$ cat config.mk
export PLATFORM = sky130hd
export DESIGN_NAME = k2s_fifo
export DESIGN_NICKNAME = d
export VERILOG_FILES = /design/src/k2s_pkg.sv /design/src/k2s_fifo.sv
export SDC_FILE = /design/constraint.sdc
export NUM_CORES = 1
export LEC_CHECK = 0
export ABC_AREA = 1
export BUFFER_PORTS_ARGS = -buffer_cell sky130_fd_sc_hd__buf_4
export CORE_AREA = 2 2 215 175
export CTS_BUF_LIST = sky130_fd_sc_hd__clkbuf_2 sky130_fd_sc_hd__clkbuf_4 sky130_fd_sc_hd__clkbuf_8
export CTS_CLUSTER_DIAMETER = 80
export DETAILED_ROUTE_END_ITERATION = 8
export DIE_AREA = 0 0 217 177
export PLACE_DENSITY = 0.57
export SLEW_MARGIN = 20
export SYNTH_ARGS = -nofsm -noshare
export SYNTH_HDL_FRONTEND = slang
export SYNTH_SLANG_ARGS = --single-unit
$ cat constraint.sdc
create_clock -name clk -period 15.5 [get_ports clk]
set_clock_uncertainty 0.1 [all_clocks]
set_input_delay 4.65 -clock clk [delete_from_list [all_inputs] [get_ports clk]]
set_output_delay 4.65 -clock clk [all_outputs]
set_load 0.005 [all_outputs]
$ cat src/k2s_pkg.sv
// Shared word type, constants and saturating-add helper of the K2 pair scorer.
`timescale 1ns / 1ps
package k2s_pkg;

  localparam int CellBits  = 17;
  localparam int Cells     = 9;
  localparam logic [CellBits-1:0] CellMax = 17'h1FFFF;
  localparam logic [31:0] Ln2Q32 = 32'd2977044472;
  localparam logic [39:0] Mask40 = 40'hFF_FFFF_FFFF;

  // Register indexes on the configuration port
  localparam logic RegPadMask0 = 1'b0;
  localparam logic RegPadMask1 = 1'b1;

  // One classified word on its way to the back end
  typedef struct packed {
    logic [Cells-1:0][5:0] counts;
    logic                  cls;
    logic                  eop;
    logic [23:0]           pidx;
    logic                  new_search;
  } word_t;

  // Saturating add of a word count to a cell counter
  function automatic logic [CellBits-1:0] sat_add(input logic [CellBits-1:0] acc,
                                                  input logic [5:0] inc);
    logic [CellBits:0] s;
    s = {1'b0, acc} + {{(CellBits-5){1'b0}}, inc};
    sat_add = s[CellBits] ? CellMax : s[CellBits-1:0];
  endfunction

endpackage

$ cat src/k2s_fifo.sv
// Short queue of classified words between the front and the back end.
`timescale 1ns / 1ps
module k2s_fifo import k2s_pkg::*; (
  input  logic  clk,
  input  logic  rst,
  input  logic  wr_valid,
  output logic  wr_ready,
  input  word_t wr_data,
  output logic  rd_valid,
  input  logic  rd_ready,
  output word_t rd_data
);

  word_t       mem [4];
  logic [1:0]  wptr, rptr;
  logic [2:0]  count;
  logic        do_wr, do_rd;

  assign wr_ready = count != 3'd4;
  assign rd_valid = count != 3'd0;
  assign rd_data  = mem[rptr];
  assign do_wr = wr_valid && wr_ready;
  assign do_rd = rd_valid && rd_ready;

  always_ff @(posedge clk) begin
    if (rst) begin
      wptr <= '0;
      rptr <= '0;
      count <= '0;
    end else begin
      if (do_wr) wptr <= wptr + 2'd1;
      if (do_rd) rptr <= rptr + 2'd1;
      count <= count + {2'b0, do_wr} - {2'b0, do_rd};
    end
    if (do_wr) mem[wptr] <= wr_data;
  end

endmodule

## Word-level counts from Yosys, hierarchy flattened

Memory sizes are Yosys's and may differ from the RTL's. A register that Yosys moved wholly into a read port is not among the register bits.
Cells that the tools add are included.

- Multiplexer cells: 4
- Add/subtract/negate cells: 4
- Reduce and logical (&&, ||, !) cells: 3
- Equality and inequality tests: 1

Operators with widths:

| operator | count |
|---|---|
| 2-bit by 1-bit adder with 2-bit output, second input constant | 2 |
| 2-bit 2-to-1 mux | 2 |
| 3-bit by 1-bit adder with 3-bit output | 1 |
| 3-bit inequality test, second input constant | 1 |
| 3-bit nonzero test | 1 |
| 3-bit by 1-bit subtractor with 3-bit output | 1 |
| 1-bit logical AND | 2 |
| 1-bit 2-to-1 mux | 2 |

- Register bits: 7
- Bits of input ports: 85
- Memory bits (writable): 324
- Word-level logic and storage cells: 16
- Output and inout port bits: 83
- Memories kept: 1

Memory list:

| name | depth | width | read ports | clocked after Yosys merged registers in | wr ports | line | RTL |
|---|---|---|---|---|---|---|---|
| mem | 4 | 81 | 1 | 1 | 1 | k2s_fifo.sv:14 | `word_t mem [4];` |

## Logic depth before layout (Yosys ltp)

Gate-level depths: netlist of run 1.

- Depth in word-level cells: 4
- Depth in mapped cells: 10
- Mapped depth without buffers: 10

## Least setup slack after synthesis of run 1

OpenSTA, ideal clock, no wires.

- Path type: input port to flip-flop
- From: input wr_valid
- To: memory mem[0][0] (netlist name), enable pin
- Setup slack: 6.731 ns
- Setup time: 0.521 ns
- Cell stages on the path: 2
- Path buffers: 0
- Required time: 14.879 ns
- Data arrival time: 8.148 ns
- Cells stage by stage: nand2_1 > nor2_1

- Cells in the longest elaborated chain, start to end: 3

RTL lines:

| element | line | RTL |
|---|---|---|
| start, declared | k2s_fifo.sv:6 | `input logic wr_valid,` |
| 1-bit logical AND | k2s_fifo.sv:22 | `assign do_wr = wr_valid && wr_ready;` |
| 1-bit 2-to-1 mux | k2s_fifo.sv:35 | `if (do_wr) mem[wptr] <= wr_data;` |
| 1-bit 2-to-1 mux (implied by the code) | k2s_fifo.sv:35 |  |
| end, declared | k2s_fifo.sv:14 |  |

Every way passes these cells.

==> results of run 1 <==
## report_power, final
| part | total [mW] | switching [mW] | leakage [nW] | internal, mW |
|---|---|---|---|---|
| registers | 1.14 | 0.0383 | 3.04 | 1.10 |
| clock network | 0.764 | 0.338 | 0.579 | 0.427 |
| logic | 0.533 | 0.316 | 1.69 | 0.217 |
| total | 2.43 | 0.692 | 5.31 | 1.74 |
## kinds of logic after synthesis
logic type,count (synthesis),synth area share [%]
buf+inv,68,3.44
fa+ha+maj,7,0.757
compound gates,250,10.8
flops,333,78.9
simple gates,190,6.11
## worst max-delay path by stage
stage | start | end | depth (start not counted) | slack (ns)
global placement | flop | rd_data[49] | 5 | 7.74
finish | flop | rd_data[2] | 5 | 7.16
detailed placement | flop | rd_data[2] | 5 | 7.71
CTS | flop | rd_data[2] | 5 | 7.07
global route | flop | rd_data[7] | 5 | 6.84
floorplan | wr_valid | mem[0][0]$_DFFE_PP_ | 2 | 6.73
## cell usage after synthesis
library cell,instances,share of area [%]
o21ai_0,143,5.7
ha_1,6,0.60
nor2_1,155,4.6
nand2_1,12,0.36
clkbuf_2,8,0.32
o21ai_1,20,0.80
dfxtp_1,9,1.4
buf_6,3,0.27
buf_8,6,0.72
nand3_1,3,0.12
nor2_2,20,1.0
inv_1,14,0.42
o22ai_1,81,4.0
clkinv_4,1,0.070
a21oi_1,4,0.16
buf_12,3,0.48
a21boi_0,2,0.12
fa_1,1,0.16
edfxtp_1,324,77
buf_2,12,0.48
inv_8,1,0.090
clkbuf_1,20,0.60
## sequential cells by signal (all words and copies together) (netlist names), named ones only
signal  count
mem       324
count       3
rptr        2
wptr        2
## stage by stage
step                      instance area (um2)  power (mW)  util [%]  cells
final                                   15300        2.43      41.9   1557
after CTS                               15300        2.47      41.9   1557
after global placement                  14200        1.70      38.9   1460
after global routing                    15300        2.56      41.9   1557
after floorplan                         12600        1.45         -    848
after detailed placement                14200        1.70      38.9   1460
## cells in the final DEF, fill, tap and decap left out, drive strengths merged
cell type	Yosys	final
a21oi	4	4
nor2	175	175
bufinv	0	4
a21boi	2	2
fa	1	1
o22ai	81	81
clkbuf	28	69
dfxtp	9	9
clkinv	1	22
edfxtp	324	324
nand2	12	12
inv	15	17
ha	6	6
clkinvlp	0	1
buf	24	177
o21ai	163	163
nand3	3	3
## worst max-delay path, cell delays in order, from the launching register on
cell     delay [ns]
dfxtp_4        0.82
buf_4          0.80
inv_8          0.52
o21ai_0        0.34
o22ai_1        0.15
buf_4          0.16
## metal layers
metal / vias up / part of all wire (%)
li1: 3549 / -
met1: 3670 / 46
met2: 208 / 45
met3: 57 / 6.5
met4: 0 / 2.2
met5: - / 0
## final cells by class
class / count / area, um2 / area share, %
Sequential cell: 333 / 9910 / 65.0
Multi-Input combinational cell: 447 / 2250 / 14.7
Timing Repair Buffer: 177 / 1330 / 8.71
Clock buffer: 69 / 850 / 5.57
Tap cell: 487 / 609 / 3.99
Clock inverter: 28 / 238 / 1.56
Inverter: 16 / 72.6 / 0.475
==> results.ini, run 1 <==
[job]
drv_cap = 0

[synth]
synth.distinct_cells = 22
yosysWarnings = 0
syn_area_um2 = 12600
synthCells = 848
yosys_register_bits = 333
synth_seq_area_share_pct = 78.9
avgSynthCellArea_um2 = 14.8
syn_nets = 940

[cells_and_area]
n_antenna_cell = 0
final_nets = 1120
drive_gt1_share_pct = 27.3
area_delta_synth_final_pct = 21.5
fill_cells = 3422

[cts]
cts_setup_buffers = 0
tritoncts = built
insertion_delay_ns = 0.58
cts.clk_slew.worst_paths_ns = 0.06
numCtsBuffers = 53
htreeDepth = 2
clk_path_buf_depth = 3
holdBufCountCts = 0
cts_num_sinks = 333
cts_root_buf = clkbuf_8
cts-resized-gates = 0

[worst_hold_path]
worstHoldPathCells = 2
whs_endpoint = rptr[0]$_SDFFE_PP0P_
min_path_type = reg -> reg
hold_start = rptr[0]$_SDFFE_PP0P_

[setup_path]
worst-r2r-setup-slack_ns = 13.00
worstPathMaxFanout = 162
reg2reg_depth = 10
rr_startpoint = count[1]$_SDFF_PP0_
crit_required_ns = 10.75
critical_path_class = reg -> out
critPathLaunchType = flop
end_kind = output port
cp.arrival_ns = 3.59
timing.rr.end = count[2]$_SDFF_PP0_

[floorplan]
die_y_um = 177
die_width_um = 217
rows = 63
start_util_pct = 34.5
dieArea_um2 = 38400
num_io_pins = 168
core_um2 = 36400

[global_route]
antenna_found_initial = 0
grt_util_all_layers_pct = 14.2
first_global_vias = 7274
grtUsageMet2_pct = 21.9
met1_usage_pct = 19.8
grt_max_degree = 163
grt_util_met3_pct = 3.61
grt_pass1_wl_um = 42000
overflow = 0
top_usage_layer = met2

[detailed_routing]
drc = 0
vias_per_cell = 4.81
routed_wl_um = 28000
drtPass1Iterations = 4
ant_nets = 0
wl_per_cell_um = 18.0
drt_iter0_markers = 426
vias = 7484

[timing]
tightest_slew_ns = 0.999
slew_headroom_pct = 33.4
hold_ws_ns = 0.402
setup_viol = 0
clock.fmax_mhz = 120
setup_ws_ns = 7.16
tns_ns = 0
rsz0062_at_grt = no
hold_viol_final = 0
layout_min_cycle_time_ns = 8.34
period_share_pct = 53.8
maxSlewViolCount = 0

[placement]
place.gp.congestion = 0.720
dp_hpwl_um = 14600
post-place-ws_ns = 7.71
port-buffer-count = 167

[power]
power_density_nw_per_um2 = 159
p_leak_nw = 5.31
ir_worst_vdd_v = 0.0000652

[run_status]
status = complete, no violations

(Power assumes the default switching activity.)
==> run 2, diff against run 1 <==
--- a/config.mk
+++ b/config.mk
@@ -5,14 +5,14 @@
 export SDC_FILE = /design/constraint.sdc
 export NUM_CORES = 1
 export LEC_CHECK = 0
-export ABC_AREA = 1
+export ABC_AREA = 0
 export BUFFER_PORTS_ARGS = -buffer_cell sky130_fd_sc_hd__buf_4
-export CORE_AREA = 2 2 215 175
+export CORE_AREA = 2 2 213 173
 export CTS_BUF_LIST = sky130_fd_sc_hd__clkbuf_2 sky130_fd_sc_hd__clkbuf_4 sky130_fd_sc_hd__clkbuf_8
 export CTS_CLUSTER_DIAMETER = 80
 export DETAILED_ROUTE_END_ITERATION = 8
-export DIE_AREA = 0 0 217 177
-export PLACE_DENSITY = 0.57
+export DIE_AREA = 0 0 215 175
+export PLACE_DENSITY = 0.58
 export SLEW_MARGIN = 20
 export SYNTH_ARGS = -nofsm -noshare
 export SYNTH_HDL_FRONTEND = slang
==> constraint.sdc (replaced) <==
create_clock -name clk -period 7.15 [get_ports clk]
set_clock_uncertainty 0.1 [all_clocks]
set_input_delay 2.145 -clock clk [delete_from_list [all_inputs] [get_ports clk]]
set_output_delay 2.145 -clock clk [all_outputs]
set_load 0.005 [all_outputs]
==> run 2 against run 1 <==
Wire length decreased by 13%. Worst setup slack worse by 5.0 ns. Clock-buffer cell count is 6 higher. Clock power grew 110%. Combinational power increased by 120%. Sequential share of layout area up 1.3 points. Area after synthesis fell by 2.6%. Die area down 2.0%. Synthesized cell count shrank 44%. Highest routed layer unchanged.
==> results.ini, run 2 <==
[cts]
cts_root_buf = clkbuf_8  ; unchanged
cts.clk_slew.worst_paths_ns = 0.06  ; about the same
cts_setup_buffers = 0  ; unchanged
cts_num_sinks = 333  ; unchanged
htreeDepth = 2  ; unchanged
tritoncts = built  ; unchanged
cts-resized-gates = 0  ; unchanged
insertion_delay_ns = 0.56  ; was 0.58 ns
holdBufCountCts = 0  ; unchanged
clk_path_buf_depth = 3  ; unchanged
numCtsBuffers = 52  ; was 53

[power]
power_density_nw_per_um2 = 353  ; was 159 nW/um2
p_int_mw = 3.96  ; was 1.74 mW
power.switching_mw = 1.32  ; was 692 uW
ir_worst_vdd_v = 0.000205  ; was 0.0000652 V
p_comb_share_pct = 22.3  ; was 21.9%
sw_frac_of_total_pct = 25.0  ; was 28.4%
fin_total_pwr_mw = 5.28  ; was 2.43 mW
power_frac_seq_pct = 47.7  ; was 46.7%
p_clk_share_pct = 30.0  ; was 31.4%
p_leak_nw = 5.00  ; was 5.31 nW

[synth]
synth-compound-area-share_pct = 0.235  ; was 10.8%
syn_area_um2 = 12200  ; was 12600 um2
ys_async_sr_fraction_pct = 0  ; unchanged
synthAdderAreaFrac_pct = 0.777  ; was 0.757%
synthCells = 472  ; was 848
synth_seq_area_share_pct = 81.0  ; was 78.9%
post-synth-top-count-cell = edfxtp_1  ; unchanged
synth_common_cells = 324 x edfxtp_1, 81 x mux4_2, 9 x dfxtp_1  ; was 324 x edfxtp_1, 155 x nor2_1, 143 x o21ai_0
yosys_register_bits = 333  ; unchanged
synth.distinct_cells = 24  ; was 22
synth_top_family_by_area = multiplexers  ; was compound AO/OA/AOI/OAI gates
syn_nets = 564  ; was 940
synth-simple-area-share_pct = 0.777  ; was 6.11%
yosys_most_used_dff = edfxtp_1  ; unchanged
yosysTopAreaCellShare_pct = 79.5  ; was 77.5%
synth-xor-area-share_pct = 0.215  ; was 0%
synthTopCellsByArea = edfxtp_1 80%, mux4_2 15%, dfxtp_1 1.5%, buf_12 1.3%, ha_1 0.61%  ; was edfxtp_1 77%, o21ai_0 5.7%, nor2_1 4.6%, o22ai_1 4.0%, dfxtp_1 1.4%
avgSynthCellArea_um2 = 25.9  ; was 14.8 um2
yosysWarnings = 0  ; unchanged
synth_top_cell_by_area = edfxtp_1  ; unchanged
synthMuxAreaShare_pct = 15.1  ; was 0%
synth_edf_count = 324  ; unchanged

[cells_and_area]
n_antenna_cell = 0  ; unchanged
final_cell_mix = 324 x edfxtp_1, 174 x buf_4, 81 x mux4_2  ; was 324 x edfxtp_1, 177 x buf_4, 151 x nor2_1
largest_register_ffs = 324  ; unchanged
reg_top3 = mem x324, count x3  ; unchanged
fill_cells = 3178  ; was 3422
area_delta_synth_final_pct = 22.3  ; was 21.5%
drive_gt1_share_pct = 48.0  ; was 27.3%
regMostFlops = mem  ; unchanged
final_nets = 773  ; was 1120
final_common_cell = edfxtp_1  ; unchanged

[timing]
maxSlewViolCount = 0  ; unchanged
slew_headroom_pct = 45.3  ; was 33.4%
period_share_pct = 70.3
hold_viol_final = 0  ; unchanged
tns_ns = 0  ; unchanged
rsz0062_at_grt = no  ; unchanged
layout_min_cycle_time_ns = 5.02
tightest_slew_ns = 0.821  ; was 0.999 ns
clock.fmax_mhz = 199
setup_viol = 0  ; unchanged
hold_ws_ns = 0.439  ; was 0.402 ns

[floorplan]
dieArea_um2 = 37600  ; was 38400 um2
rows = 62  ; was 63
start_util_pct = 34.4  ; was 34.5%
die_y_um = 175  ; was 177 um
num_io_pins = 168  ; unchanged
core_um2 = 35500  ; was 36400 um2
die_width_um = 215  ; was 217 um

[setup_path]
slowest_stage = dfxtp_4  ; unchanged
crit_top_cell = buf_4  ; unchanged
end_kind = output port  ; unchanged
critPathMaxStageDelay_ns = 0.86  ; was 0.82 ns
worstPathMaxFanout = 37  ; was 162
crit_required_ns = 4.91  ; was 10.75 ns
critPathLaunchType = flop  ; unchanged
critical_path_class = reg -> out  ; unchanged
cp_cell_sequence = buf_4, mux4_2, buf_4  ; was buf_4, inv_8, o21ai_0, o22ai_1, buf_4
cp.arrival_ns = 2.78  ; was 3.59 ns

[global_route]
grt_util_met3_pct = 4.54  ; was 3.61%
antenna_found_initial = 0  ; unchanged
met1_usage_pct = 17.0  ; was 19.8%
grt_pass1_wl_um = 37000  ; was 42000 um
grtUsageMet2_pct = 20.9  ; was 21.9%
grt_max_degree = 50  ; was 163
overflow = 0  ; unchanged
top_usage_layer = met2  ; unchanged
grt_util_all_layers_pct = 13.1  ; was 14.2%
first_global_vias = 6236  ; was 7274

[detailed_routing]
vias = 5536  ; was 7484
ant_nets = 0  ; unchanged
drc = 0  ; unchanged
routed_wl_um = 24300  ; was 28000 um
vias_per_cell = 4.63  ; was 4.81
wl_per_cell_um = 20.3  ; was 18.0 um
drt_iter0_markers = 239  ; was 426
drtPass1Iterations = 4  ; unchanged

[placement]
place.gp.congestion = 0.698  ; was 0.720
port-buffer-count = 167  ; unchanged
dp_hpwl_um = 14800  ; was 14600 um

[job]
drv_cap = 0  ; unchanged

[worst_hold_path]
min_path_type = reg -> reg  ; unchanged

[run_status]
status = complete, no violations  ; unchanged

-- run 2: cell count changes in the layout (fill, tap and decap cells not counted), sizes merged, moves of 11 or more --
| cell | before | now |
|---|---|---|
| o22ai | 81 | 0 |
| clkinv | 22 | 11 |
| inv | 17 | 5 |
| nor2 | 175 | 8 |
| mux4 | 0 | 81 |
| nand2 | 12 | 1 |
| o21ai | 163 | 0 |
-- run 2: power groups by stage --
stage	Combinational, mW	Clock (mW)	Sequential [mW]
after detailed placement	1.22	0	2.57
final	1.18	1.58	2.52
after CTS	1.22	1.63	2.53
after floorplan	0.760	0	2.49
after global placement	1.20	0	2.55
after global routing	1.28	1.72	2.55
-- run 2: logic make-up (layout without fill, tap and decap cells) --
logic type,count (synthesis),count (layout)
DFF,333,333
muxes,83,83
buffers and inverters,24,268
and+or+nand+nor,19,19
adders and majority gates,7,7
AOI/OAI and AO/OA,3,3
xor gates and xnor gates,3,3
-- run 2: path summary, 6_finish.rpt --
path                        start                   end  slack [ns]  cells after the start
max                          flop           rd_data[77]        2.13                      3
min          rptr[1]$_SDFFE_PP0P_  rptr[1]$_SDFFE_PP0P_        0.44                      2
max reg2reg   count[1]$_SDFF_PP0_  mem[0][45]$_DFFE_PP_        4.37                      4
min reg2reg  rptr[1]$_SDFFE_PP0P_  rptr[1]$_SDFFE_PP0P_        0.44                      2
-- run 2: cell type report --
type / count / area, um2 / share of cell area, %
Clock buffer: 75 / 895 / 5.97
Clock inverter: 14 / 135 / 0.902
Inverter: 5 / 18.8 / 0.125
Multi-Input combinational cell: 115 / 2100 / 14.0
Sequential cell: 333 / 9920 / 66.2
Tap cell: 480 / 601 / 4.01
Timing Repair Buffer: 174 / 1310 / 8.72
-- run 2: per-stage QoR --
step / utilization, % / instance area (um2) / instances / worst slack [ns]
2_1_floorplan: - / 12200 / 472 / 2.27
3_3_place_gp: 39.2 / 13900 / 1107 / 2.57
3_5_place_dp: 39.2 / 13900 / 1107 / 2.57
4_1_cts: 42.1 / 15000 / 1196 / 1.94
5_1_grt: 42.1 / 15000 / 1196 / 1.81
6_report: 42.1 / 15000 / 1196 / 2.13
-- run 2: per-layer routing --
metal  part of all wire (%)  routed length [um]
met1                     43               10400
met4                    1.8                 432
met2                     48               11700
met5                      0                   0
met3                    6.8                1660
-- run 2: worst max-delay path, delay by kind of cell (launching register included) --
kind / cells / cell delay [ns]
muxes: 1 / 0.61
DFF: 1 / 0.86
buffers and inverters: 2 / 0.71
