===== src/k2s_pkg.sv =====
// Shared word type, constants and saturating-add helper of the K2 pair scorer.
`timescale 1ns / 1ps
package k2s_pkg;

  localparam int CellBits  = 17;
  localparam int Cells     = 9;
  localparam logic [CellBits-1:0] CellMax = 17'h1FFFF;
  localparam logic [31:0] Ln2Q32 = 32'd2977044472;
  localparam logic [39:0] Mask40 = 40'hFF_FFFF_FFFF;

  // Register indexes on the configuration port
  localparam logic RegPadMask0 = 1'b0;
  localparam logic RegPadMask1 = 1'b1;

  // One classified word on its way to the back end
  typedef struct packed {
    logic [Cells-1:0][5:0] counts;
    logic                  cls;
    logic                  eop;
    logic [23:0]           pidx;
    logic                  new_search;
  } word_t;

  // Saturating add of a word count to a cell counter
  function automatic logic [CellBits-1:0] sat_add(input logic [CellBits-1:0] acc,
                                                  input logic [5:0] inc);
    logic [CellBits:0] s;
    s = {1'b0, acc} + {{(CellBits-5){1'b0}}, inc};
    sat_add = s[CellBits] ? CellMax : s[CellBits-1:0];
  endfunction

endpackage


===== src/k2s_front.sv =====
// Front end: masks genotype planes and popcounts the nine cells of one word.
`timescale 1ns / 1ps
module k2s_front import k2s_pkg::*; (
  input  logic        clk,
  input  logic        rst,
  input  logic        in_valid,
  output logic        in_ready,
  input  logic [31:0] pi0,
  input  logic [31:0] pi1,
  input  logic [31:0] pj0,
  input  logic [31:0] pj1,
  input  logic        cls,
  input  logic        fin,
  input  logic        eop,
  input  logic [23:0] pidx,
  input  logic        new_search,
  input  logic [31:0] pad0,
  input  logic [31:0] pad1,
  output logic        out_valid,
  input  logic        out_ready,
  output word_t       out_word
);

  logic [2:0][31:0] gi, gj;
  logic [31:0] pm;
  word_t w_next;

  always_comb begin
    pm = cls ? pad1 : pad0;
    gi[0] = pi0;
    gi[1] = pi1;
    gi[2] = ~(pi0 | pi1) & (fin ? pm : 32'hFFFF_FFFF);
    gj[0] = pj0;
    gj[1] = pj1;
    gj[2] = ~(pj0 | pj1) & (fin ? pm : 32'hFFFF_FFFF);
    for (int r = 0; r < 3; r++) begin
      for (int c = 0; c < 3; c++) begin
        w_next.counts[r*3+c] = 6'($countones(gi[r] & gj[c]));
      end
    end
    w_next.cls = cls;
    w_next.eop = eop;
    w_next.pidx = pidx;
    w_next.new_search = new_search;
  end

  assign in_ready = !out_valid || out_ready;

  // Output register holds one classified word
  always_ff @(posedge clk) begin
    if (rst) begin
      out_valid <= 1'b0;
    end else if (in_ready) begin
      out_valid <= in_valid;
    end
    if (in_ready && in_valid) begin
      out_word <= w_next;
    end
  end

endmodule


===== config.mk =====
export PLATFORM = sky130hd
export DESIGN_NAME = k2s_front
export DESIGN_NICKNAME = d
export VERILOG_FILES = /design/src/k2s_pkg.sv /design/src/k2s_front.sv
export SDC_FILE = /design/constraint.sdc
export NUM_CORES = 1
export LEC_CHECK = 0
export BUFFER_PORTS_ARGS = -buffer_cell sky130_fd_sc_hd__buf_2
export CORE_MARGIN = 2
export CORE_UTILIZATION = 27
export CTS_CLUSTER_SIZE = 28
export DETAILED_ROUTE_END_ITERATION = 7
export PLACE_DENSITY = 0.51
export SYNTH_ARGS = -nofsm -noshare
export SYNTH_HDL_FRONTEND = slang
export SYNTH_SLANG_ARGS = --single-unit

===== constraint.sdc =====
create_clock -name clk -period 15.9 [get_ports clk]
set_input_delay 1.59 -clock clk [delete_from_list [all_inputs] [get_ports clk]]
set_output_delay 1.59 -clock clk [all_outputs]
set_load 0.05 [all_outputs]

# Yosys cells after proc, flatten, opt, wreduce, memory -nomap -nowiden

Cells that the tools add are included.

Bitwise operators: 15
Multiplexer cells: 2
Add/sub/neg operators: 279
Reduce and logical (&&, ||, !) cells: 3

Operator list:

| cell              | number |
|---|---|
| $and 32x32->32    | 11 |
| $add 1x1->2       | 144 |
| $add 2x2->3       | 72 |
| $add 3x3->4       | 36 |
| $add 4x4->5       | 18 |
| $mux 32           | 2 |
| $not 32->32       | 2 |
| $or 32x32->32     | 2 |
| $add 5x5->6       | 9 |
| $logic_and 1x1->1 | 1 |
| $logic_not 1->1   | 1 |
| $logic_or 1x1->1  | 1 |

Logic and storage cells: 313
Register bits: 82
Output and inout port bits: 83
Input port bits: 224

# Depth between registers and ports, before layout

Gate-level depths: netlist of run 1.

Depth after elaboration: 9
Gate-level depth with buffers: 20
Mapped depth without buffers: 18

# Least setup slack after synthesis of run 1

No wires, ideal clock.

Kind: input-to-reg
Start point: input cls
End point: register out_word[79] (netlist bit), data pin
Data required time: 15.642 ns
Stages: 18
Buffers on the path: 2
Library setup time: 0.258 ns
Arrival: 6.515 ns
Path slack: 9.128 ns
Path through: buf_6 > buf_12 > mux2i_1 > a211oi_2 > and2_1 > fa_1 > inv_1 > fa_1 > fa_1 > fa_1 > fa_1 > inv_1 > fa_1 > ha_1 > fa_1 > a21o_1 > a21oi_1 > xnor2_1

RTL lines:

| what                 | line            | source |
|---|---|---|
| from (decl)          | k2s_front.sv:12 | `input logic cls,` |
| to (signal assigned) | k2s_front.sv:57 | `out_word <= w_next;` |
| to (decl)            | k2s_front.sv:21 | `output word_t out_word` |

==> qor.yml, run 1 <==
status: "completed"
num_vias: 8712
cts-htree-levels: 3
dpl.hpwl_um: 36500
crit_type: "input port to register"
async_flop_share_pct: 0
setup_tns_ns: 0
first_iter_violations: 553
finalCriticalPeriod_ns: 7.33
p_sw_share_pct: 49.4
synth_top_cell_area_share_pct: 38.1
peakVddDrop_mv: 0.0545
die-height_um: 209
postCtsResizedCells: 0
whs_ns: 0.515
postSynthCellCount: 1091
die_x_um: 209
fillers: 4370
rows: 75
setup-violations-final: 0
gr-usage-met2_pct: 31.3
p_comb_share_pct: 69.1
worstPathMaxFanout: 33
overflow: 0
cap_violations: 0
cts_tree: "built"
yosysWarnings: 0
ctsHoldBuffers: 0
power_leakage_uw: 0.00698
routabilityCongestion: 0.915
drc_errors: 0
seq_area_frac_synth_pct: 21.6
yosys.area.top_type: "fa_1"
grt_use_total_pct: 19.0
hold_violations: 0
power_switching_uw: 911
slew_headroom_pct: 33.9
hp-class: "register to register"
fin_skew_ns: 0.00620
cellInternalPower_uw: 933
root_buffer: "clkbuf_16"
seq_power_share_pct: 20.0
grt_max_degree: 72
portBuffers: 306
ys_ff_latch: 82
grt_pass1_vias: 9403
syn-cell-area_mm2: 0.0114
arrival_ns: 7.43
drive_above_1_share_pct: 25.3
boundaryPins: 307
p_per_area_mw_per_mm2: 134
startpoint_type: "input port"
synth_nets: 1594
final_antenna_net_count: 0
clkSinkCount: 82
syn_area_per_cell_um2: 10.4
synthFlopType: "edfxtp_1"
cts_buffer_depth: 2
post-route-period-util_pct: 46.1
area_growth_syn_to_layout_pct: 21.3
crit_path_end_kind: "register"
antenna_found_initial: 9
via_per_inst: 4.47
numCtsBuffers: 9
grtUsageMet1_pct: 25.7
synth_common_cells: "232 x nand2_1, 216 x fa_1, 203 x inv_1"
wire_per_inst_um: 20.9
die_area_mm2: 0.0437
synthDistinctLibCells: 27
drt-pass1-iter-count: 5
clkLatencyLatePin_ns: 0.35
layout.nets: 1903
clkPwrFrac_pct: 10.8
rsz0062_at_grt: "false"
busiest_layer: "met2"
drt-total-wl_um: 40600
yosys-top-cells-area: "fa_1 38%, edfxtp_1 21%, nand2_1 7.7%"
core_mm2: 0.0418
synth_edf_count: 81
maxSlewViolCount: 0
yosysMostFrequentCell: "nand2_1"
multi_input_area_mm2: 0.00805
fmax_mhz: 136
critPathRequiredTime_ns: 16.00
start_util_pct: 27.2
worst_pin_slew_ns: 0.991
grt_first_pass_wirelength_um: 59600
clk_pin_slew_ns: 0.06
regArea_mm2: 0.00245
met3_usage_pct: 4.16
post-cts-setup-buffers: 0
layout by cell type (no fill, tap or decap), types with 2 or more instances in the layout:
cell | netlist | layout
mux2i_1 | 32 | 32
fa_1 | 216 | 216
ha_1 | 63 | 63
buf_4 | 0 | 3
a21oi_1 | 19 | 19
o21ai_0 | 3 | 3
and3_1 | 42 | 42
clkinvlp_4 | 0 | 3
a211oi_1 | 3 | 3
nand2_1 | 232 | 232
xor2_1 | 15 | 15
inv_1 | 203 | 203
edfxtp_1 | 81 | 81
xnor2_1 | 12 | 12
nand2b_1 | 5 | 5
inv_6 | 0 | 2
nor2_1 | 39 | 39
o21a_1 | 6 | 6
diode_2 | 0 | 3
buf_2 | 4 | 306
and2_1 | 47 | 46
clkbuf_16 | 0 | 9
a21boi_0 | 16 | 16
a21o_1 | 8 | 8
nand3_1 | 6 | 6
a211oi_2 | 30 | 30
power by group through the flow:
stage                     sequential (uW)  clock (uW)  combinational, uW
final                                 369         200               1270
after global routing                  375         216               1430
after CTS                             371         209               1290
after detailed placement              376           0               1290
after global placement                374           0               1280
after floorplan                       563           0                707
final cells by class:
type	instances	area share, %
repair buffers	309	11.3
multi-input cells	795	58.4
well taps	539	4.90
diodes	3	0.0545
clock buffers	9	1.63
inverters	203	5.53
flip-flops and latches	82	17.8
clock inverters	7	0.381
state kept, by name, summed over array words and instances (netlist names):
name       cells
out_word      81
out_valid      1
worst paths after layout:
path             endpoint       from  cells after the start  slack, ns
max          out_word[61]        cls                     19       8.57
min             out_valid  out_valid                      2       0.52
max reg2reg  out_word[35]  out_valid                      3      14.01
min reg2reg     out_valid  out_valid                      2       0.52
metal layers:
layer  routed length, um  vias to the layer above  part of all wire [%]
li1                    -                     4050                     -
met1               18200                     4266                    45
met2               18900                      358                    46
met3                3040                       28                   7.5
met4                 495                       10                   1.2
met5                  63                        -                  0.16
logic make-up after synthesis:
group | Yosys count | synth area share (%)
fa+ha+maj | 279 | 45.0
compound gates | 85 | 6.46
mux | 32 | 2.82
xor+xnor | 27 | 2.08
buf+inv | 214 | 7.54
flops | 82 | 21.6
simple gates | 372 | 14.5
worst max-delay path, cell delays in order:
cell and delay (ns):
buf_2 0.07, buf_4 0.57, mux2i_1 0.54, nand2_1 0.12, and3_1 0.25, fa_1 0.50, fa_1 0.55, inv_1 0.05
fa_1 0.49, inv_1 0.05, fa_1 0.50, fa_1 0.53, fa_1 0.56, ha_1 0.16, inv_1 0.06, fa_1 0.39
nand2b_1 0.16, a21oi_1 0.16, xor2_1 0.09
through the flow:
step / util, % / area (um2) / setup slack (ns) / std cells / total power [uW]
2_1_floorplan: - / 11400 / 9.13 / 1091 / 1270
3_3_place_gp: 32.3 / 13500 / 8.29 / 1928 / 1650
3_5_place_dp: 32.3 / 13500 / 8.17 / 1928 / 1660
4_1_cts: 33.0 / 13800 / 8.56 / 1944 / 1870
5_1_grt: 33.0 / 13800 / 8.30 / 1944 / 2020
6_report: 33.0 / 13800 / 8.57 / 1947 / 1840
Note: power is estimated with default switching activity, not from simulation.
==> inputs of run 2 (changes only) <==
--- a/config.mk
+++ b/config.mk
@@ -5,12 +5,13 @@
 export SDC_FILE = /design/constraint.sdc
 export NUM_CORES = 1
 export LEC_CHECK = 0
+export ABC_AREA = 1
 export BUFFER_PORTS_ARGS = -buffer_cell sky130_fd_sc_hd__buf_2
 export CORE_MARGIN = 2
 export CORE_UTILIZATION = 27
 export CTS_CLUSTER_SIZE = 28
 export DETAILED_ROUTE_END_ITERATION = 7
-export PLACE_DENSITY = 0.51
+export PLACE_DENSITY = 0.5
 export SYNTH_ARGS = -nofsm -noshare
 export SYNTH_HDL_FRONTEND = slang
 export SYNTH_SLANG_ARGS = --single-unit
==> constraint.sdc (replaced) <==
create_clock -name clk -period 7.4 [get_ports clk]
set_input_delay 0.74 -clock clk [delete_from_list [all_inputs] [get_ports clk]]
set_output_delay 0.74 -clock clk [all_outputs]
set_load 0.05 [all_outputs]
==> run 2 against run 1 <==
Routed wire length increased by 5.6%; clock power increased by 110%; non-clock buffer count increased by 1; combinational power increased by 130%; global-route usage increased by 0.46 points; die area increased by 4.3%; cell count increased by 16%; largest cell class unchanged.
==> qor.yml, run 2 <==
clk_pin_slew_ns: 0.06
cts-htree-levels: 3
rows: 76
via_per_inst: 4.35
overflow: 0
yosysWarnings: 0
cts_buffer_depth: 2
die_area_mm2: 0.0456
startpoint_type: "input port"
critPathRequiredTime_ns: 7.50
grt_use_total_pct: 19.4
synth_nets: 1863
numCtsBuffers: 9
hp-class: "register to register"
post-cts-setup-buffers: 0
setup_tns_ns: 0
p_per_area_mw_per_mm2: 286
critical-path-top-delay-family: "adder cells"
num_vias: 9868
postCtsResizedCells: 0
clkSinkCount: 82
cap_violations: 0
start_util_pct: 27.5
grt_max_degree: 73
synthDistinctLibCells: 21
root_buffer: "clkbuf_16"
final_antenna_net_count: 0
regArea_mm2: 0.00245
finalCriticalPeriod_ns: 6.03
die_x_um: 214
boundaryPins: 307
final_cells: 2266
drt-pass1-iter-count: 5
ctsHoldBuffers: 0
crit_path_top_delay_cell: "fa_1"
fillers: 4683
slew_headroom_pct: 33.8
clkLatencyLatePin_ns: 0.36
synthFlopType: "edfxtp_1"
portBuffers: 306
fin_skew_ns: 0.00733
worstPathCellList: "buf_2 > buf_4 > nand2_1 > nand3_2 > nand3_1 > fa_1 > inv_1 > fa_1 > inv_1 > fa_1 > fa_1 > fa_1 > inv_1 > fa_1 > ha_1 > fa_1 > nand2_1 > nand3_1 > nand3_1 > nand2_1"
layout.cells.most_common: "inv_1"
core_mm2: 0.0432
power_leakage_uw: 0.00764
yosys-top-cells-area: "fa_1 36%, edfxtp_1 21%, inv_1 10%"
dpl.hpwl_um: 38900
worst_pin_slew_ns: 0.994
drive_above_1_share_pct: 22.4
wire_per_inst_um: 18.9
largest_reg_flops: 81
die-height_um: 214
maxSlewViolCount: 0
synth_edf_count: 81
yosys.area.top_type: "fa_1"
status: "completed"
cts_tree: "built"
dp_cells: 2245
fmax_mhz: 166
seq_area_frac_synth_pct: 20.7
regMostFlops: "out_word"
antenna_found_initial: 7
postSynthCellCount: 1360
area_growth_syn_to_layout_pct: 20.9
ys_ff_latch: 82
worstPathBufferInverterCount: 5
drc_errors: 0
crit_path_end_kind: "register"
setup-violations-final: 0
grt_first_pass_wirelength_um: 63100
yosysMostFrequentCell: "inv_1"
reg_top3: "out_word: 81 flops, out_valid: 1 flops"
hold_violations: 0
peakVddDrop_mv: 0.131
worstPathMaxFanout: 20
multi_input_area_mm2: 0.00810
grt_pass1_vias: 10516
drt-total-wl_um: 42900
async_flop_share_pct: 0
synth_common_cells: "320 x inv_1, 319 x nand2_1, 216 x fa_1"
crit_path_frequent_cell: "fa_1"
final_cell_mix: "320 x inv_1, 319 x nand2_1, 306 x buf_2"
post-route-period-util_pct: 81.5
rsz0062_at_grt: "false"
routabilityCongestion: 0.913
layout.nets: 2174
synth_top_cell_area_share_pct: 36.5
crit_type: "input port to register"
arrival_ns: 6.14
first_iter_violations: 608
syn_area_per_cell_um2: 8.72
syn-cell-area_mm2: 0.0119
cpPeakStageDelay_ns: 0.57
## run 2: final timing paths
kind              from      endpoint  slack (ns)  depth (start not counted)
min reg2reg  out_valid     out_valid        0.53                          2
min          out_valid     out_valid        0.53                          2
max                cls  out_word[79]        1.37                         20
max reg2reg  out_valid   out_word[0]        5.46                          2
## run 2: worst min-delay path, cell delays in order, from the launching register on
cell,delay (ns)
dfxtp_1,0.34
nand2_1,0.09
a21oi_1,0.06
## run 2: area by class of cell
type                            instances  area share (%)
Multi-Input combinational cell        947            56.5
Sequential cell                        82            17.1
Timing Repair Buffer                  310            10.9
Inverter                              321            8.46
Tap cell                              585            5.11
Clock buffer                           11            1.62
Clock inverter                          5           0.218
Antenna cell                            5          0.0873
## run 2: cells by family after synthesis
| kind of cell | Yosys count | share of synthesized area, % |
|---|---|---|
| xor+xnor | 9 | 0.665 |
| simple gates | 654 | 24.2 |
| fa+ha+maj | 279 | 43.1 |
| flops | 82 | 20.7 |
| compound gates | 5 | 0.211 |
| buf+inv | 331 | 11.1 |
## run 2: per-layer routing
metal | vias up | GRT usage (%) | wire, um
li1 | 4713 | - | -
met1 | 4766 | 25.7 | 19000
met2 | 337 | 32.6 | 20000
met3 | 44 | 3.78 | 2930
met4 | 8 | 5.24 | 971
met5 | - | 0 | 44
## run 2: per-stage QoR
| step | power [uW] | cell area [um2] | setup WS [ns] | util [%] | hold WS [ns] |
|---|---|---|---|---|---|
| after floorplan | 2840 | 11900 | 1.83 | - | 0.809 |
| after global placement | 3680 | 14100 | 1.08 | 32.6 | 0.515 |
| after detailed placement | 3720 | 14100 | 1.00 | 32.6 | 0.531 |
| after CTS | 4160 | 14300 | 1.41 | 33.2 | 0.519 |
| after global routing | 4560 | 14300 | 1.09 | 33.2 | 0.533 |
| final | 4090 | 14300 | 1.37 | 33.2 | 0.532 |
## run 2: power by group
group / internal, uW / switching (uW)
registers: 754 / 27.3
clock network: 226 / 189
logic: 1060 / 1840
total: 2040 / 2060
==> inputs of run 3 (changes only) <==
--- a/config.mk
+++ b/config.mk
@@ -11,7 +11,7 @@
 export CORE_UTILIZATION = 27
 export CTS_CLUSTER_SIZE = 28
 export DETAILED_ROUTE_END_ITERATION = 7
-export PLACE_DENSITY = 0.5
+export PLACE_DENSITY = 0.52
 export SYNTH_ARGS = -nofsm -noshare
 export SYNTH_HDL_FRONTEND = slang
 export SYNTH_SLANG_ARGS = --single-unit
==> constraint.sdc (replaced) <==
create_clock -name clk -period 5.2 [get_ports clk]
set_input_delay 0.52 -clock clk [delete_from_list [all_inputs] [get_ports clk]]
set_output_delay 0.52 -clock clk [all_outputs]
set_load 0.05 [all_outputs]
==> run 3 against run 2 <==
Flip-flop and latch count unchanged; largest power group unchanged; clock skew is essentially flat; register-to-register slack got worse by 2.3 ns; cell count grew 4.3%.
==> qor.yml, run 3 (same netlist as run 2, synthesis figures left out) <==
status: "completed"
ctsHoldBuffers: 0
clkLatencyLatePin_ns: 0.35
fin_skew_ns: 0.00691
boundaryPins: 307
dpl.hpwl_um: 39500
crit_path_top_delay_cell: "fa_2"
routabilityCongestion: 0.953
drc_errors: 0
fillers: 4595
worstPathMaxFanout: 17
regMostFlops: "out_word"
crit_path_end_kind: "register"
start_util_pct: 27.5
cpPeakStageDelay_ns: 0.59
dp_slack_ns: -0.472
worstHoldPathCells: 2
layout.cells.most_common: "inv_1"
first_iter_violations: 526
setup-violations-final: 0
cts-htree-levels: 3
final_cell_mix: "319 x inv_1, 312 x nand2_1, 305 x buf_2"
r2r-end: "out_word[43]"
antenna_found_initial: 21
power_uw: 6100
setup_tns_ns: 0
grt_use_total_pct: 19.5
root_buffer: "clkbuf_16"
die_x_um: 214
p_per_area_mw_per_mm2: 397
reg2reg_from: "out_valid"
grt_first_pass_wirelength_um: 64100
busiest_layer: "met2"
maxSlewViolCount: 0
worst_pin_slew_ns: 0.878
drt-pass1-iter-count: 5
cap_violations: 0
num_vias: 10298
fmax_mhz: 195
post-route-period-util_pct: 98.5
drt-total-wl_um: 43800
grt_pass1_vias: 10832
clkSinkCount: 82
grtUsageMet1_pct: 25.1
area_growth_syn_to_layout_pct: 29.6
portBuffers: 306
gr-usage-met2_pct: 33.4
hold_violations: 0
worstPathCellList: "buf_2 > buf_12 > nand3_2 > nand2_2 > nor2_1 > fa_1 > inv_1 > fa_1 > inv_1 > fa_2 > fa_1 > fa_1 > fa_1 > ha_2 > inv_1 > fa_2 > inv_1 > nand2_1 > nand2_1 > nand2_1 > nand2_1 > nand2_1"
hp-class: "input port to register"
die-height_um: 214
via_per_inst: 4.36
fin_ws_ns: 0.0785
finalCriticalPeriod_ns: 5.12
clk_pin_slew_ns: 0.07
rsz0062_at_grt: "true"
die_area_mm2: 0.0456
arrival_ns: 5.24
grt_max_degree: 67
worst-r2r-cell-count: 2
largest_reg_flops: 81
power_leakage_uw: 0.00814
hold_path_end: "out_valid"
reg_top3: "out_word: 81 flops, out_valid: 1 flops"
numCtsBuffers: 9
critical-path-top-delay-family: "adder cells"
crit_type: "input port to register"
layout.nets: 2262
overflow: 0
slew_headroom_pct: 41.5
worstPathBufferInverterCount: 6
hp-start: "rst"
peakVddDrop_mv: 0.196
rows: 76
final_antenna_net_count: 0
wire_per_inst_um: 18.5
cts_buffer_depth: 2
startpoint_type: "input port"
drive_above_1_share_pct: 29.3
met3_usage_pct: 4.09
critPathRequiredTime_ns: 5.32
cts_tree: "built"
core_mm2: 0.0432
cp_num_cells: 22
rrSetupSlack_ns: 3.16
[run 3: stage by stage]
stage	hold slack (ns)	cell area [um2]	utilization, %	cells
CTS	0.310	15100	34.9	2344
global placement	0.537	14700	34.1	2327
global route	0.309	15400	35.6	2357
detailed placement	0.554	14700	34.1	2327
floorplan	0.589	11900	-	1360
finish	0.326	15400	35.6	2363
[run 3: timing repair]
item                       in CTS  in global routing
pin swaps                      15                 36
resized for setup              12                 53
setup endpoints to repair       4                 20
gates cloned                    1                  0
buffers inserted                0                  5
[run 3: area by class of cell]
| type | instances | area, um2 | area share, % |
|---|---|---|---|
| Timing Repair Buffer | 397 | 2280 | 14.8 |
| Clock inverter | 6 | 62.6 | 0.407 |
| Sequential cell | 82 | 2450 | 16.0 |
| Multi-Input combinational cell | 947 | 8330 | 54.2 |
| Timing Repair inverter | 1 | 16.3 | 0.106 |
| Tap cell | 585 | 732 | 4.76 |
| Inverter | 321 | 1220 | 7.95 |
| Antenna cell | 14 | 35.0 | 0.228 |
| Clock buffer | 10 | 239 | 1.56 |
[run 3: worst max-delay path by stage]
stage               slack, ns      endpoint  start
finish                   0.08  out_word[61]    fin
global route            -0.08  out_word[67]    cls
CTS                     0.006  out_word[79]    cls
detailed placement      -0.47  out_word[67]    cls
global placement        -0.41  out_word[73]    cls
floorplan               -0.03  out_word[61]    cls
[run 3: report_power, final]
part / total [uW] / switching (uW) / internal (uW) / leakage, uW
Sequential: 1110 / 40.7 / 1070 / 0.000801
Clock: 663 / 277 / 386 / 0.000153
Combinational: 4320 / 2680 / 1650 / 0.00719
[run 3: routing by layer]
metal  share of wire (%)  wire [um]
met1                  43      18700
met2                  48      21200
met3                 7.6       3320
met4                 1.3        556
met5                0.12         52
